===== src/cffr_pkg.sv =====
// ----------------------------------------------------------------------------
// cffr_pkg
// Shared types and constants of the checksummed file frame receiver.
// ----------------------------------------------------------------------------
package cffr_pkg;

    localparam int NAME_MAX     = 16;
    localparam int BLOCK_BYTES  = 256;
    localparam int BUFFER_DEPTH = 65536;

    localparam int BYTE_W     = 8;
    localparam int ADDR_W     = 16;
    localparam int COUNT_W    = 17;
    localparam int ERR_W      = 3;
    localparam int NAME_IDX_W = $clog2(NAME_MAX + 1);
    localparam int BLK_W      = $clog2(BLOCK_BYTES);

    localparam int ERR_HEADER = 0;
    localparam int ERR_BLOCK  = 1;
    localparam int ERR_FINAL  = 2;

    typedef enum logic [1:0] {
        KIND_DATA   = 2'd0,
        KIND_NAME   = 2'd1,
        KIND_STATUS = 2'd2
    } t_kind;

    typedef struct packed {
        t_kind               item_kind;
        logic [ADDR_W-1:0]   position;
        logic [BYTE_W-1:0]   store_byte;
        logic [ADDR_W-1:0]   start_address;
        logic [ADDR_W-1:0]   end_address;
        logic [ADDR_W-1:0]   exec_address;
        logic [BYTE_W-1:0]   file_type;
        logic [COUNT_W-1:0]  byte_count;
        logic [ERR_W-1:0]    error_bits;
        logic                save_allowed;
    } t_result;

endpackage


===== src/cffr_deframer.sv =====
// ----------------------------------------------------------------------------
// cffr_deframer
// Frame parser: walks the header, name, data and checksum fields one word at
// a time and forms at most one result per accepted word.
// ----------------------------------------------------------------------------
module cffr_deframer (
    input  logic                           i_clk,
    input  logic                           i_rst_n,
    input  logic                           i_take,
    input  logic                           i_cmd,
    input  logic [cffr_pkg::BYTE_W-1:0]    i_link_byte,
    output logic                           o_res_valid,
    output cffr_pkg::t_result              o_res
);

    typedef enum logic [3:0] {
        PH_IDLE = 4'd0,
        PH_A0   = 4'd1,
        PH_A1   = 4'd2,
        PH_A2   = 4'd3,
        PH_A3   = 4'd4,
        PH_A4   = 4'd5,
        PH_A5   = 4'd6,
        PH_TYPE = 4'd7,
        PH_NAME = 4'd8,
        PH_HSUM = 4'd9,
        PH_DATA = 4'd10,
        PH_BSUM = 4'd11,
        PH_FSUM = 4'd12,
        PH_DONE = 4'd13
    } t_phase;

    t_phase                                r_phase, n_phase;
    logic [cffr_pkg::ADDR_W-1:0]           r_start_word, n_start_word;
    logic [cffr_pkg::ADDR_W-1:0]           r_end_word, n_end_word;
    logic [cffr_pkg::ADDR_W-1:0]           r_exec_word, n_exec_word;
    logic [cffr_pkg::BYTE_W-1:0]           r_type_byte, n_type_byte;
    logic [cffr_pkg::COUNT_W-1:0]          r_frame_length, n_frame_length;
    logic [cffr_pkg::NAME_IDX_W-1:0]       r_name_index, n_name_index;
    logic [cffr_pkg::BYTE_W-1:0]           r_header_sum, n_header_sum;
    logic [cffr_pkg::BYTE_W-1:0]           r_data_sum, n_data_sum;
    logic [cffr_pkg::COUNT_W-1:0]          r_data_index, n_data_index;
    logic [cffr_pkg::ERR_W-1:0]            r_error_flags, n_error_flags;

    logic [cffr_pkg::ADDR_W-1:0]           len16;
    logic                                  final_ok;

    assign len16 = r_end_word - r_start_word + cffr_pkg::ADDR_W'(1);

    always_comb begin
        n_phase        = r_phase;
        n_start_word   = r_start_word;
        n_end_word     = r_end_word;
        n_exec_word    = r_exec_word;
        n_type_byte    = r_type_byte;
        n_frame_length = r_frame_length;
        n_name_index   = r_name_index;
        n_header_sum   = r_header_sum;
        n_data_sum     = r_data_sum;
        n_data_index   = r_data_index;
        n_error_flags  = r_error_flags;
        final_ok       = 1'b0;
        o_res_valid    = 1'b0;
        o_res          = '0;

        if (!i_cmd) begin
            n_phase        = PH_A0;
            n_start_word   = '0;
            n_end_word     = '0;
            n_exec_word    = '0;
            n_type_byte    = '0;
            n_frame_length = '0;
            n_name_index   = '0;
            n_header_sum   = '0;
            n_data_sum     = '0;
            n_data_index   = '0;
            n_error_flags  = '0;
        end else if (r_phase != PH_IDLE && r_phase != PH_DONE) begin
            if (r_phase <= PH_NAME) begin
                n_header_sum = r_header_sum + i_link_byte;
            end
            unique case (r_phase)
                PH_A0: begin
                    n_start_word = {8'd0, i_link_byte};
                    n_phase      = PH_A1;
                end
                PH_A1: begin
                    n_start_word = {i_link_byte, r_start_word[7:0]};
                    n_phase      = PH_A2;
                end
                PH_A2: begin
                    n_end_word = {8'd0, i_link_byte};
                    n_phase    = PH_A3;
                end
                PH_A3: begin
                    n_end_word = {i_link_byte, r_end_word[7:0]};
                    n_phase    = PH_A4;
                end
                PH_A4: begin
                    n_exec_word = {8'd0, i_link_byte};
                    n_phase     = PH_A5;
                end
                PH_A5: begin
                    n_exec_word    = {i_link_byte, r_exec_word[7:0]};
                    // zero length means a full 64K frame
                    n_frame_length = {(len16 == '0), len16};
                    n_phase        = PH_TYPE;
                end
                PH_TYPE: begin
                    n_type_byte = i_link_byte;
                    n_phase     = PH_NAME;
                end
                PH_NAME: begin
                    if (i_link_byte == '0) begin
                        n_phase = PH_HSUM;
                    end else if (r_name_index < cffr_pkg::NAME_IDX_W'(cffr_pkg::NAME_MAX)) begin
                        n_name_index         = r_name_index + 1'b1;
                        o_res_valid          = 1'b1;
                        o_res.item_kind      = cffr_pkg::KIND_NAME;
                        o_res.position       = cffr_pkg::ADDR_W'(r_name_index);
                        o_res.store_byte     = i_link_byte;
                    end
                end
                PH_HSUM: begin
                    if (r_header_sum != i_link_byte) begin
                        n_error_flags[cffr_pkg::ERR_HEADER] = 1'b1;
                    end
                    n_data_sum   = '0;
                    n_data_index = '0;
                    n_phase      = PH_DATA;
                end
                PH_DATA: begin
                    n_data_index = r_data_index + 1'b1;
                    n_data_sum   = r_data_sum + i_link_byte;
                    if (n_data_index[cffr_pkg::BLK_W-1:0] == '0) begin
                        n_phase = PH_BSUM;
                    end else if (n_data_index == r_frame_length) begin
                        n_phase = PH_FSUM;
                    end
                    if (r_data_index < cffr_pkg::COUNT_W'(cffr_pkg::BUFFER_DEPTH)) begin
                        o_res_valid      = 1'b1;
                        o_res.item_kind  = cffr_pkg::KIND_DATA;
                        o_res.position   = r_data_index[cffr_pkg::ADDR_W-1:0];
                        o_res.store_byte = i_link_byte;
                    end
                end
                PH_BSUM: begin
                    if (r_data_sum != i_link_byte) begin
                        n_error_flags[cffr_pkg::ERR_BLOCK] = 1'b1;
                    end
                    n_phase = (r_data_index == r_frame_length) ? PH_FSUM : PH_DATA;
                end
                PH_FSUM: begin
                    final_ok = (r_data_sum == i_link_byte);
                    if (!final_ok) begin
                        n_error_flags[cffr_pkg::ERR_FINAL] = 1'b1;
                    end
                    n_phase             = PH_DONE;
                    o_res_valid         = 1'b1;
                    o_res.item_kind     = cffr_pkg::KIND_STATUS;
                    o_res.start_address = r_start_word;
                    o_res.end_address   = r_end_word;
                    o_res.exec_address  = r_exec_word;
                    o_res.file_type     = r_type_byte;
                    o_res.byte_count    = r_data_index;
                    o_res.error_bits    = n_error_flags;
                    o_res.save_allowed  = final_ok;
                end
                default: begin
                end
            endcase
        end
    end

    always_ff @(posedge i_clk) begin
        if (!i_rst_n) begin
            r_phase        <= PH_IDLE;
            r_start_word   <= '0;
            r_end_word     <= '0;
            r_exec_word    <= '0;
            r_type_byte    <= '0;
            r_frame_length <= '0;
            r_name_index   <= '0;
            r_header_sum   <= '0;
            r_data_sum     <= '0;
            r_data_index   <= '0;
            r_error_flags  <= '0;
        end else if (i_take) begin
            r_phase        <= n_phase;
            r_start_word   <= n_start_word;
            r_end_word     <= n_end_word;
            r_exec_word    <= n_exec_word;
            r_type_byte    <= n_type_byte;
            r_frame_length <= n_frame_length;
            r_name_index   <= n_name_index;
            r_header_sum   <= n_header_sum;
            r_data_sum     <= n_data_sum;
            r_data_index   <= n_data_index;
            r_error_flags  <= n_error_flags;
        end
    end

`ifndef SYNTH
    a_name_bound: assert property (@(posedge i_clk) disable iff (!i_rst_n)
        r_name_index <= cffr_pkg::NAME_IDX_W'(cffr_pkg::NAME_MAX))
        else $error("name index past limit");

    a_data_bound: assert property (@(posedge i_clk) disable iff (!i_rst_n)
        (r_phase == PH_DATA) |-> (r_data_index < r_frame_length))
        else $error("data index reached frame length while in data phase");

    a_final_flag: assert property (@(posedge i_clk) disable iff (!i_rst_n)
        (r_phase != PH_DONE) |-> !r_error_flags[cffr_pkg::ERR_FINAL])
        else $error("final error flag set before frame end");

    a_start_clears: assert property (@(posedge i_clk) disable iff (!i_rst_n)
        (i_take && !i_cmd) |=> (r_phase == PH_A0 && r_error_flags == '0
                                && r_header_sum == '0))
        else $error("start word did not clear the frame");
`endif

endmodule


===== src/cffr_out_buf.sv =====
// ----------------------------------------------------------------------------
// cffr_out_buf
// Two-entry result buffer: output register plus skid register, so the input
// side keeps taking words while a result waits.
// ----------------------------------------------------------------------------
module cffr_out_buf (
    input  logic               i_clk,
    input  logic               i_rst_n,
    input  logic               i_push,
    input  cffr_pkg::t_result  i_data,
    output logic               o_space,
    output logic               o_valid,
    output cffr_pkg::t_result  o_data,
    input  logic               i_ready
);

    logic               r_out_valid;
    logic               r_skid_valid;
    cffr_pkg::t_result  r_out;
    cffr_pkg::t_result  r_skid;
    logic               out_take;

    assign out_take = r_out_valid && i_ready;
    assign o_space  = !r_skid_valid;
    assign o_valid  = r_out_valid;
    assign o_data   = r_out;

    always_ff @(posedge i_clk) begin
        if (!i_rst_n) begin
            r_out_valid  <= 1'b0;
            r_skid_valid <= 1'b0;
        end else if (r_skid_valid) begin
            if (out_take) begin
                r_out        <= r_skid;
                r_skid_valid <= 1'b0;
            end
        end else if (i_push) begin
            if (!r_out_valid || out_take) begin
                r_out       <= i_data;
                r_out_valid <= 1'b1;
            end else begin
                r_skid       <= i_data;
                r_skid_valid <= 1'b1;
            end
        end else if (out_take) begin
            r_out_valid <= 1'b0;
        end
    end

endmodule


===== src/checksummed_file_frame_receiver_top.sv =====
// ----------------------------------------------------------------------------
// checksummed_file_frame_receiver_top
// Deframes a checksummed file-write transfer, one link word per cycle while o_ready is high.
// ----------------------------------------------------------------------------
// Input channel (i_valid / o_ready): i_cmd 0 opens a new frame, i_cmd 1
// carries a link word in i_link_byte. Output channel (o_valid / i_ready):
// one result word per name character (up to NAME_MAX), per data word and one status word at
// frame end; o_item_kind tells them apart.
// Path: a result is registered in the output register, or in the skid
// register while the output stalls. Throughput: one input word per cycle
// while o_ready is high; the frame state updates in a single register stage.
// A two-entry output buffer (output register plus skid register) sits after
// the parser. When the receiver stalls, one more result is held in the skid
// register and o_ready drops until it drains; the result order is kept.
// Reset clears the frame state; words before the first start word and after
// the status word produce no result.
// ----------------------------------------------------------------------------
module checksummed_file_frame_receiver_top (
    input  logic                            i_clk,
    input  logic                            i_rst_n,
    input  logic                            i_valid,
    output logic                            o_ready,
    input  logic                            i_cmd,
    input  logic [cffr_pkg::BYTE_W-1:0]     i_link_byte,
    output logic                            o_valid,
    input  logic                            i_ready,
    output logic [1:0]                      o_item_kind,
    output logic [cffr_pkg::ADDR_W-1:0]     o_position,
    output logic [cffr_pkg::BYTE_W-1:0]     o_store_byte,
    output logic [cffr_pkg::ADDR_W-1:0]     o_start_address,
    output logic [cffr_pkg::ADDR_W-1:0]     o_end_address,
    output logic [cffr_pkg::ADDR_W-1:0]     o_exec_address,
    output logic [cffr_pkg::BYTE_W-1:0]     o_file_type,
    output logic [cffr_pkg::COUNT_W-1:0]    o_byte_count,
    output logic [cffr_pkg::ERR_W-1:0]      o_error_bits,
    output logic                            o_save_allowed
);

    logic               take;
    logic               res_valid;
    cffr_pkg::t_result  res;
    cffr_pkg::t_result  out_res;
    logic               space;

    assign o_ready = space;
    assign take    = i_valid && space;

    cffr_deframer u_deframer (
        .i_clk       (i_clk),
        .i_rst_n     (i_rst_n),
        .i_take      (take),
        .i_cmd       (i_cmd),
        .i_link_byte (i_link_byte),
        .o_res_valid (res_valid),
        .o_res       (res)
    );

    cffr_out_buf u_out_buf (
        .i_clk   (i_clk),
        .i_rst_n (i_rst_n),
        .i_push  (take && res_valid),
        .i_data  (res),
        .o_space (space),
        .o_valid (o_valid),
        .o_data  (out_res),
        .i_ready (i_ready)
    );

    assign o_item_kind     = out_res.item_kind;
    assign o_position      = out_res.position;
    assign o_store_byte    = out_res.store_byte;
    assign o_start_address = out_res.start_address;
    assign o_end_address   = out_res.end_address;
    assign o_exec_address  = out_res.exec_address;
    assign o_file_type     = out_res.file_type;
    assign o_byte_count    = out_res.byte_count;
    assign o_error_bits    = out_res.error_bits;
    assign o_save_allowed  = out_res.save_allowed;

endmodule


===== config.mk =====
export PLATFORM = sky130hd
export DESIGN_NAME = checksummed_file_frame_receiver_top
export DESIGN_NICKNAME = d
export VERILOG_FILES = /design/src/cffr_pkg.sv /design/src/cffr_deframer.sv /design/src/cffr_out_buf.sv /design/src/checksummed_file_frame_receiver_top.sv
export SDC_FILE = /design/constraint.sdc
export NUM_CORES = 1
export LEC_CHECK = 0
export ABC_AREA = 1
export BUFFER_PORTS_ARGS = -buffer_cell sky130_fd_sc_hd__buf_2
export CAP_MARGIN = 20
export CORE_MARGIN = 2
export CORE_UTILIZATION = 59
export CTS_BUF_LIST = sky130_fd_sc_hd__clkbuf_16
export DETAILED_ROUTE_END_ITERATION = 10
export PLACE_DENSITY = 0.78
export SETUP_SLACK_MARGIN = 0.3
export SLEW_MARGIN = 20
export SYNTH_ARGS = -nofsm -noshare
export SYNTH_HDL_FRONTEND = slang
export SYNTH_HIERARCHICAL = 1
export SYNTH_SLANG_ARGS = --single-unit

===== constraint.sdc =====
create_clock -name i_clk -period 17.5 [get_ports i_clk]
set_clock_uncertainty 0.05 [all_clocks]
set_input_delay 3.5 -clock i_clk [delete_from_list [all_inputs] [get_ports i_clk]]
set_output_delay 3.5 -clock i_clk [all_outputs]
set_load 0.02 [all_outputs]

# [Word-level counts from Yosys, hierarchy flattened]
# Cells that the tools add are included.
[classes] mux=69 reduce_logical=32 n_eq_ne=45 magnitude_cmp=3 add_sub_neg=6 bitwise_logic=2
[ops] cell="103-bit two-way mux" count=6
[ops] cell="16-bit two-way mux" count=6
[ops] cell="16-bit one-hot mux with 2 select lines" count=3
[ops] cell="17-bit two-way mux" count=5
[ops] cell="77-bit two-way mux" count=1
[ops] cell="8-bit two-way mux" count=8
[ops] cell="24-bit one-hot mux with 2 select lines" count=1
[ops] cell="4-bit one-hot mux with 12 select lines" count=1
[ops] cell="17-bit equality test" count=2
[ops] cell="17-bit one-hot mux with 2 select lines" count=1
[ops] cell="2-bit by 1-bit inequality test with 1-bit output (second input constant)" count=14
[ops] cell="4-bit AND reduction" count=7
[ops] cell="3-bit AND reduction" count=9
[ops] cell="26-bit two-way mux" count=1
[ops] cell="25-bit two-way mux" count=1
[ops] cell="5-bit two-way mux" count=5
[ops] cell="24-bit two-way mux" count=1
[ops] cell="4-bit equality test (second input constant)" count=5
[ops] cell="4-bit two-way mux" count=5
[ops] cell="1-bit two-way mux" count=18
[ops] cell="17-bit by 1-bit adder with 17-bit output (second input constant)" count=1
[ops] cell="17-bit less-than comparator (second input constant)" count=1
[ops] cell="16-bit by 1-bit adder with 16-bit output (second input constant)" count=1
[ops] cell="8-bit adder" count=2
[ops] cell="other kinds (28)" count=52
[totals] wordCells=195 inputBits=13 reg_bits=326

# [Longest topological paths before layout]
# Gate-level depths: netlist of run 1.
[logic_depth] ltp_word=9 depth_mapped=16

# [Modules after synthesis]
# Netlist of run 1, hierarchy kept.
[by_module_without_submodules] module="cffr_deframer" cells_each=1262 area_each_um2=7980.2 seq_area_each_um2=2362.3 n_inst=1
[by_module_without_submodules] module="cffr_out_buf" cells_each=559 area_each_um2=7626.1 seq_area_each_um2=6226.0 n_inst=1
[by_module_without_submodules] module="checksummed_file_frame_receiver_top" cells_each=4 area_each_um2=17.5 seq_area_each_um2=0.0 n_inst=1

# [Worst setup path before layout of run 1]
# No wires, ideal clock.
[synth_path] path_kind="input-to-reg" from="input i_cmd" to="register u_out_buf.r_out (netlist bit u_out_buf/o_data[0]) (enable)" path_buffers=4 path_stages=12 slack_ns=7.769 setup_time_ns=0.568 arrival_ns=9.113 required_time_ns=16.882 path_cell_list="buf_2 > inv_1 > buf_2 > clkbuf_1 > buf_1 > a21oi_1 > inv_1 > nor2_2 > inv_1 > nand2_1 > nand2_1 > nor2_1"
[synth_via] elab_chain_cells=4
[synth_lines] item="start: declaration" line="checksummed_file_frame_receiver_top.sv:23" rtl="input logic i_cmd,"
[synth_lines] item="1-bit two-way mux" line="cffr_deframer.sv:66" rtl="if (!i_cmd) begin"
[synth_lines] item="named net res_valid" line="checksummed_file_frame_receiver_top.sv:40" rtl="logic res_valid;"
[synth_lines] item="1-bit logical AND" line="checksummed_file_frame_receiver_top.sv:61" rtl=".i_push (take && res_valid),"
[synth_lines] item="2-bit nonzero test (no source line)"
[synth_lines] item="4-bit AND reduction (no source line)"
[synth_lines] item="end signal: assignment" line="cffr_out_buf.sv:34" rtl="r_out <= r_skid;"
[synth_lines] item="end signal: assignment" line="cffr_out_buf.sv:39" rtl="r_out <= i_data;"
[synth_lines] item="end: declaration" line="cffr_out_buf.sv:19" rtl="cffr_pkg::t_result r_out;"
# The timed path passes the listed nets, and every way through them passes these cells.
# A chain may end at the register's enable or synchronous reset.

# [Worst setup path after layout of run 1]
[layout_path] from="input i_link_byte[1] (netlist bit)" to="register u_out_buf.r_out (netlist bit u_out_buf/o_data[79]) (enable)"
[layout_via] elab_chain_cells=8
[layout_lines] item="start: declaration" line="checksummed_file_frame_receiver_top.sv:24" rtl="input logic [cffr_pkg::BYTE_W-1:0] i_link_byte,"
[layout_lines] item="8-bit zero test" line="cffr_deframer.sv:114" rtl="if (i_link_byte == '0) begin"
[layout_lines] item="1-bit two-way mux" line="cffr_deframer.sv:114"
[layout_lines] item="1-bit one-hot mux with 3 select lines" line="cffr_deframer.sv:82" rtl="unique case (r_phase)"
[layout_lines] item="1-bit two-way mux" line="cffr_deframer.sv:78" rtl="end else if (r_phase != PH_IDLE && r_phase != PH_DONE) begin"
[layout_lines] item="1-bit two-way mux" line="cffr_deframer.sv:66"
[layout_lines] item="named net res_valid" line="checksummed_file_frame_receiver_top.sv:40"
[layout_lines] item="1-bit logical AND" line="checksummed_file_frame_receiver_top.sv:61"
[layout_lines] item="2-bit nonzero test (no source line)"
[layout_lines] item="4-bit AND reduction (no source line)"
# The timed path passes the listed nets, and every way through them passes these cells.

==> metrics.yaml, run 1 <==
status: "finished clean"
synthTopCellsByArea: "edfxtp_1 (40%), nand2_1 (16%), dfxtp_1 (15%)"
start_kind: "input pin"
min_path_cells: 2
cp-end-kind: "flip-flop"
synth_compound_area_share_pct: 8.10
synth_edf_count: 206
cp_max_fo: 67
cts_setup_buffers: 0
synthArstFlopShare_pct: 0
cts_sinks: 326
ctsHoldBuffers: 0
vdd_drop_max_mv: 0.103
grt_start_max_net_pins: 79
viasPerCell: 5.56
first_global_vias: 11900
firstDrtPassIters: 6
synthesis.nets: 1887
die_width_um: 167
dr.first_iter.drc_count: 1292
power.leakage_nw: 7.29
fin_crit_sh_pct: 35.1
hold_viol: 0
powerDensity_mw_per_mm2: 107
relSlewSlack_pct: 29.4
drive_above_1_share_pct: 11.4
synth.top_cell.area_share_pct: 39.6
num_rows: 59
vias: 12700
layout_min_cycle_time_ns: 6.14
dp_hpwl_um: 27500
tns_ns: 0
syn_area_mm2: 0.0156
maxCapViolCount: 0
grt-ovfl-total: 0
drv_slew: 0
syn_area_per_cell_um2: 8.56
synthXorXnorAreaFrac_pct: 1.63
core_area_mm2: 0.0261
synth_top_family_by_area: "simple AND/OR/NAND/NOR gates"
rsz0062_at_grt: "no"
diodes: 0
r2r_cells: 15
utilization_pct: 67.4
synth_seq_cells: 326
cts_resized: 0
drc_errors: 0
cts-root-buf: "clkbuf_16"
wirelength_um: 40000
gp_congestion: 0.991
tightest_slew_ns: 1.06
tritoncts: "built"
htree_levels: 2
die_h_um: 167
cp.required_ns: 17.58
die_area_mm2: 0.0278
yosys.area_share.simple_pct: 25.0
clk_pin_slew_worst_paths_ns: 0.06
layout.nets: 1988
yosysTopAreaCell: "edfxtp_1"
fmax_mhz: 163
synthMuxAreaShare_pct: 0
ys_types: 48
syn2layout_area_growth_pct: 12.4
port_buffers: 117
multi_input_area_mm2: 0.00608
postRouteAntennaNets: 0
start_util_pct: 60.0
clockBufferDepth: 3
ys_seq_area_share_pct: 55.0
cp.arrival_ns: 6.23
antenna_found_initial: 2
clkLatencyLatePin_ns: 0.51
ios: 118
synth_fa_ha_area_share_pct: 4.07
ys.flop_type: "edfxtp_1"
syn_inst: 1825
wl_per_cell_um: 17.5
yosys_warnings: 6
hold_path_class: "flip-flop to flip-flop"
grt_use_total_pct: 28.7
fillCellCount: 2155
seqCellArea_mm2: 0.00859
critPathKind: "input pin to flip-flop"
grt_pass1_wl_um: 63400
cts_buffers: 35
setup_viol: 0
-- cells in the mapped netlist, drive strengths merged, types with 5 or more instances --
cell	number
a211oi	18
a21oi	143
a31oi	5
buf	36
clkbuf	28
dfxtp	120
edfxtp	206
ha	46
inv	167
nand2	672
nand3	65
nand4	11
nor2	174
nor3	31
nor4	5
o21ai	42
or2	5
xnor2	8
xor2	21
-- final timing paths --
check | start | endpoint | slack, ns
hold / removal | u_deframer/r_error_flags[1] | u_deframer/r_error_flags[1] | 0.41
setup / recovery | i_link_byte[1] | u_out_buf/o_data[79] | 11.36
setup reg to reg | u_deframer/r_phase[1] | u_out_buf/o_data[79] | 13.40
hold reg to reg | u_deframer/r_error_flags[1] | u_deframer/r_error_flags[1] | 0.41
-- through the flow --
step | hold WS [ns] | area (um2) | power (mW) | instances | worst slack, ns
detailed placement | 0.405 | 16400 | 1.16 | 2223 | 10.29
floorplan | 0.386 | 15600 | 1.08 | 1825 | 7.77
CTS | 0.413 | 17500 | 1.89 | 2286 | 10.81
finish | 0.412 | 17600 | 1.89 | 2287 | 11.36
global route | 0.435 | 17600 | 1.97 | 2287 | 11.09
global placement | 0.396 | 16400 | 1.16 | 2223 | 10.46
-- registers in the layout, indices dropped and copies added (netlist names) --
register	flops
u_deframer/r_header_sum	8
u_out_buf/o_data	103
u_deframer/r_name_index	5
u_deframer/r_error_flags	3
u_deframer/r_end_word	16
u_deframer/r_data_index	17
u_out_buf/o_valid	1
u_deframer/r_type_byte	8
u_deframer/r_exec_word	16
u_deframer/r_data_sum	8
u_deframer/r_start_word	16
u_deframer/r_phase	4
u_out_buf/r_skid	103
u_deframer/r_frame_length	17
u_out_buf/r_skid_valid	1
-- layout make-up --
cell class | count | area share [%]
clock buffers | 37 | 5.27
well taps | 335 | 2.39
clock inverters | 26 | 1.28
multi-input cells | 1268 | 34.7
flip-flops and latches | 326 | 48.9
inverters | 167 | 3.59
repair buffers | 128 | 3.88
-- placed cells by master, fill, tap and decap left out, types with 37 or more instances in the layout --
master | Yosys | final
o21ai_0 | 40 | 40
ha_1 | 46 | 46
clkbuf_16 | 0 | 37
dfxtp_1 | 120 | 119
buf_2 | 19 | 117
inv_1 | 161 | 168
edfxtp_1 | 206 | 206
nor2_1 | 162 | 159
nand3_1 | 65 | 65
a21oi_1 | 141 | 140
nand2_1 | 667 | 667
-- kinds of logic (layout without fill, tap and decap cells) --
logic type      Yosys count  after routing
buf+inv                 231            358
fa+ha+maj                49             49
flops                   326            326
simple gates            966            966
compound gates          224            224
xor+xnor                 29             29
-- routing by layer --
metal	up-vias	global-route usage, %	part of all wire [%]
met5	-	0	0
met4	0	8.85	2.4
met3	56	4.99	7.6
met2	480	44.8	46
met1	6017	41.3	44
li1	6166	-	-
-- power by group --
group | switching (mW) | internal [mW]
clock | 0.295 | 0.442
combinational | 0.208 | 0.0892
sequential | 0.0159 | 0.837
-- critical path, stage by stage --
cell and delay (ns):
buf_2 0.18, inv_1 0.08, nand4_1 0.09, nor2_1 0.06, nor2_1 0.08, nand2_1 0.08
inv_1 0.13, nor2_1 0.16, a21oi_1 0.20, inv_1 0.07, nor2_2 0.11, inv_1 0.05
nand2_1 0.06, nand2_1 0.11, nor2_4 0.43, buf_4 0.71
Power figures use the tool's default switching activity.
==> run 2: changes to the inputs <==
Clock period 17.5 ns to 6.37 ns, I/O delays scaled along.
==> run 2 against run 1 <==
Compared with the run above: non-clock buffer count fell by 1; hold slack improved by 0.0014 ns; first-iteration DRC count fell by 6.3%; critical endpoint is now u_out_buf/o_data[84].
==> metrics.yaml, run 2 (synthesis gave the netlist of run 1 again) <==
status: "finished clean"  # unchanged
power.leakage_nw: 7.24  # was 7.29 nW
fillCellCount: 2155  # unchanged
rsz0062_at_grt: "no"  # unchanged
ctsHoldBuffers: 0  # unchanged
drc_errors: 0  # unchanged
layout_common_cells: "nand2_1 (667), edfxtp_1 (206), inv_1 (169)"  # was nand2_1 (667), edfxtp_1 (206), inv_1 (168)
diodes: 0  # unchanged
cts_setup_buffers: 0  # unchanged
htree_levels: 2  # unchanged
fmax_mhz: 260
powerDensity_mw_per_mm2: 289  # was 107 mW/mm2
first_global_vias: 12100  # was 11.9k
cts-root-buf: "clkbuf_16"  # unchanged
grt-ovfl-total: 0  # unchanged
cp-end-kind: "flip-flop"  # unchanged
tns_ns: 0  # unchanged
relSlewSlack_pct: 33.7  # was 29.4%
wirelength_um: 40800  # was 40000 um
hold_viol: 0  # unchanged
multi_input_area_mm2: 0.00608  # unchanged
drive_above_1_share_pct: 11.0  # was 11.4%
gp_congestion: 0.936  # was 0.991
cp.required_ns: 6.45  # was 17.58 ns
grt_pass1_wl_um: 64900  # was 63400 um
cp_slowest_cell: "buf_4"  # unchanged
setup_viol: 0  # unchanged
cp_max_fo: 66  # was 67
fin_crit_sh_pct: 60.4
cp_cell_sequence: "buf_2 -> inv_2 -> buf_4 -> a21oi_1 -> inv_1 -> nor2_2 -> inv_1 -> nand2_1 -> nand2_1 -> nor2_4 -> buf_4"  # was buf_2 -> inv_1 -> nand4_1 -> nor2_1 -> nor2_1 -> nand2_1 -> inv_1 -> nor2_1 -> a21oi_1 -> inv_1 -> nor2_2 -> inv_1 -> nand2_1 -> nand2_1 -> nor2_4 -> buf_4
cp.arrival_ns: 3.93  # was 6.23 ns
die_h_um: 167  # unchanged
hold_path_class: "flip-flop to flip-flop"  # unchanged
start_kind: "input pin"  # unchanged
start_util_pct: 60.0  # unchanged
firstDrtPassIters: 5  # was 6
grt_use_total_pct: 29.3  # was 28.7%
layout_min_cycle_time_ns: 3.85
cts_resized: 0  # unchanged
die_width_um: 167  # unchanged
clk_pin_slew_worst_paths_ns: 0.06  # about the same
dr.first_iter.drc_count: 1211  # was 1292
vias: 12700  # about the same
port_buffers: 117  # unchanged
critPathKind: "input pin to flip-flop"  # unchanged
grt_start_max_net_pins: 104  # was 79
num_rows: 59  # unchanged
antenna_found_initial: 3  # was 2
wl_per_cell_um: 17.8  # was 17.5 um
dp_hpwl_um: 27900  # was 27500 um
clockBufferDepth: 3  # unchanged
die_area_mm2: 0.0278  # unchanged
clkLatencyLatePin_ns: 0.52  # was 0.51 ns
cpPeakStageDelay_ns: 0.65  # was 0.71 ns
tritoncts: "built"  # unchanged
tightest_slew_ns: 0.995  # was 1.06 ns
core_area_mm2: 0.0261  # unchanged
maxCapViolCount: 0  # unchanged
syn2layout_area_growth_pct: 11.8  # was 12.4%
whs_ns: 0.413  # was 0.412 ns
postRouteAntennaNets: 0  # unchanged
viasPerCell: 5.53  # was 5.56
cts_buffers: 35  # unchanged
cts_sinks: 326  # unchanged
ios: 118  # unchanged
seqCellArea_mm2: 0.00859  # unchanged
layout.nets: 1987  # was 1988
final_common_cell: "nand2_1"  # unchanged
vdd_drop_max_mv: 0.272  # was 0.103 mV
drv_slew: 0  # unchanged
-- run 2: changes by cell type in the layout (fill, tap and decap cells not counted), sizes merged --
cell and change:
bufinv -3, buf -1, clkinv +4, inv -1
-- run 2: power breakdown --
group          switching (mW)  leakage [nW]  internal, mW
combinational           0.573          3.82         0.244
clock                   0.807         0.560          1.09
sequential             0.0436          2.86          2.30
-- run 2: worst paths after layout --
path                        startpoint                         to  slack (ns)  cells past startpoint
max                              i_cmd       u_out_buf/o_data[84]        2.52                     11
min          u_deframer/r_type_byte[4]  u_deframer/r_type_byte[4]        0.41                      2
max reg2reg      u_deframer/r_phase[1]       u_out_buf/o_data[84]        2.61                     15
min reg2reg  u_deframer/r_type_byte[4]  u_deframer/r_type_byte[4]        0.41                      2
-- run 2: per-stage QoR --
step	setup WS, ns	instance area (um2)	power, mW	cells	util (%)
6_report	2.52	17500	5.05	2286	67.0
2_1_floorplan	0.576	15600	2.97	1825	-
4_1_cts	2.57	17500	5.07	2286	67.0
3_5_place_dp	2.07	16400	3.19	2223	62.9
5_1_grt	2.29	17500	5.28	2286	67.0
3_3_place_gp	2.15	16400	3.18	2223	62.9
-- run 2: layout make-up --
type	instances	share of cell area, %
sequential	326	49.2
multi-input combinational	1268	34.8
clock buffer	37	5.30
timing repair buffer	127	3.85
inverter	167	3.61
tap	335	2.40
clock inverter	26	0.817
-- run 2: critical path, delay by kind of cell --
family                 cells  cell delay [ns]
AOI/OAI and AO/OA          1             0.15
buffers and inverters      6             1.94
and+or+nand+nor            4             0.46
-- run 2: layer usage --
metal	up-vias	GRT usage, %	wire length, um
li1	6161	-	-
met1	5924	41.0	17800
met2	489	47.3	18800
met3	76	5.39	3300
met4	2	8.43	935
met5	-	0	14
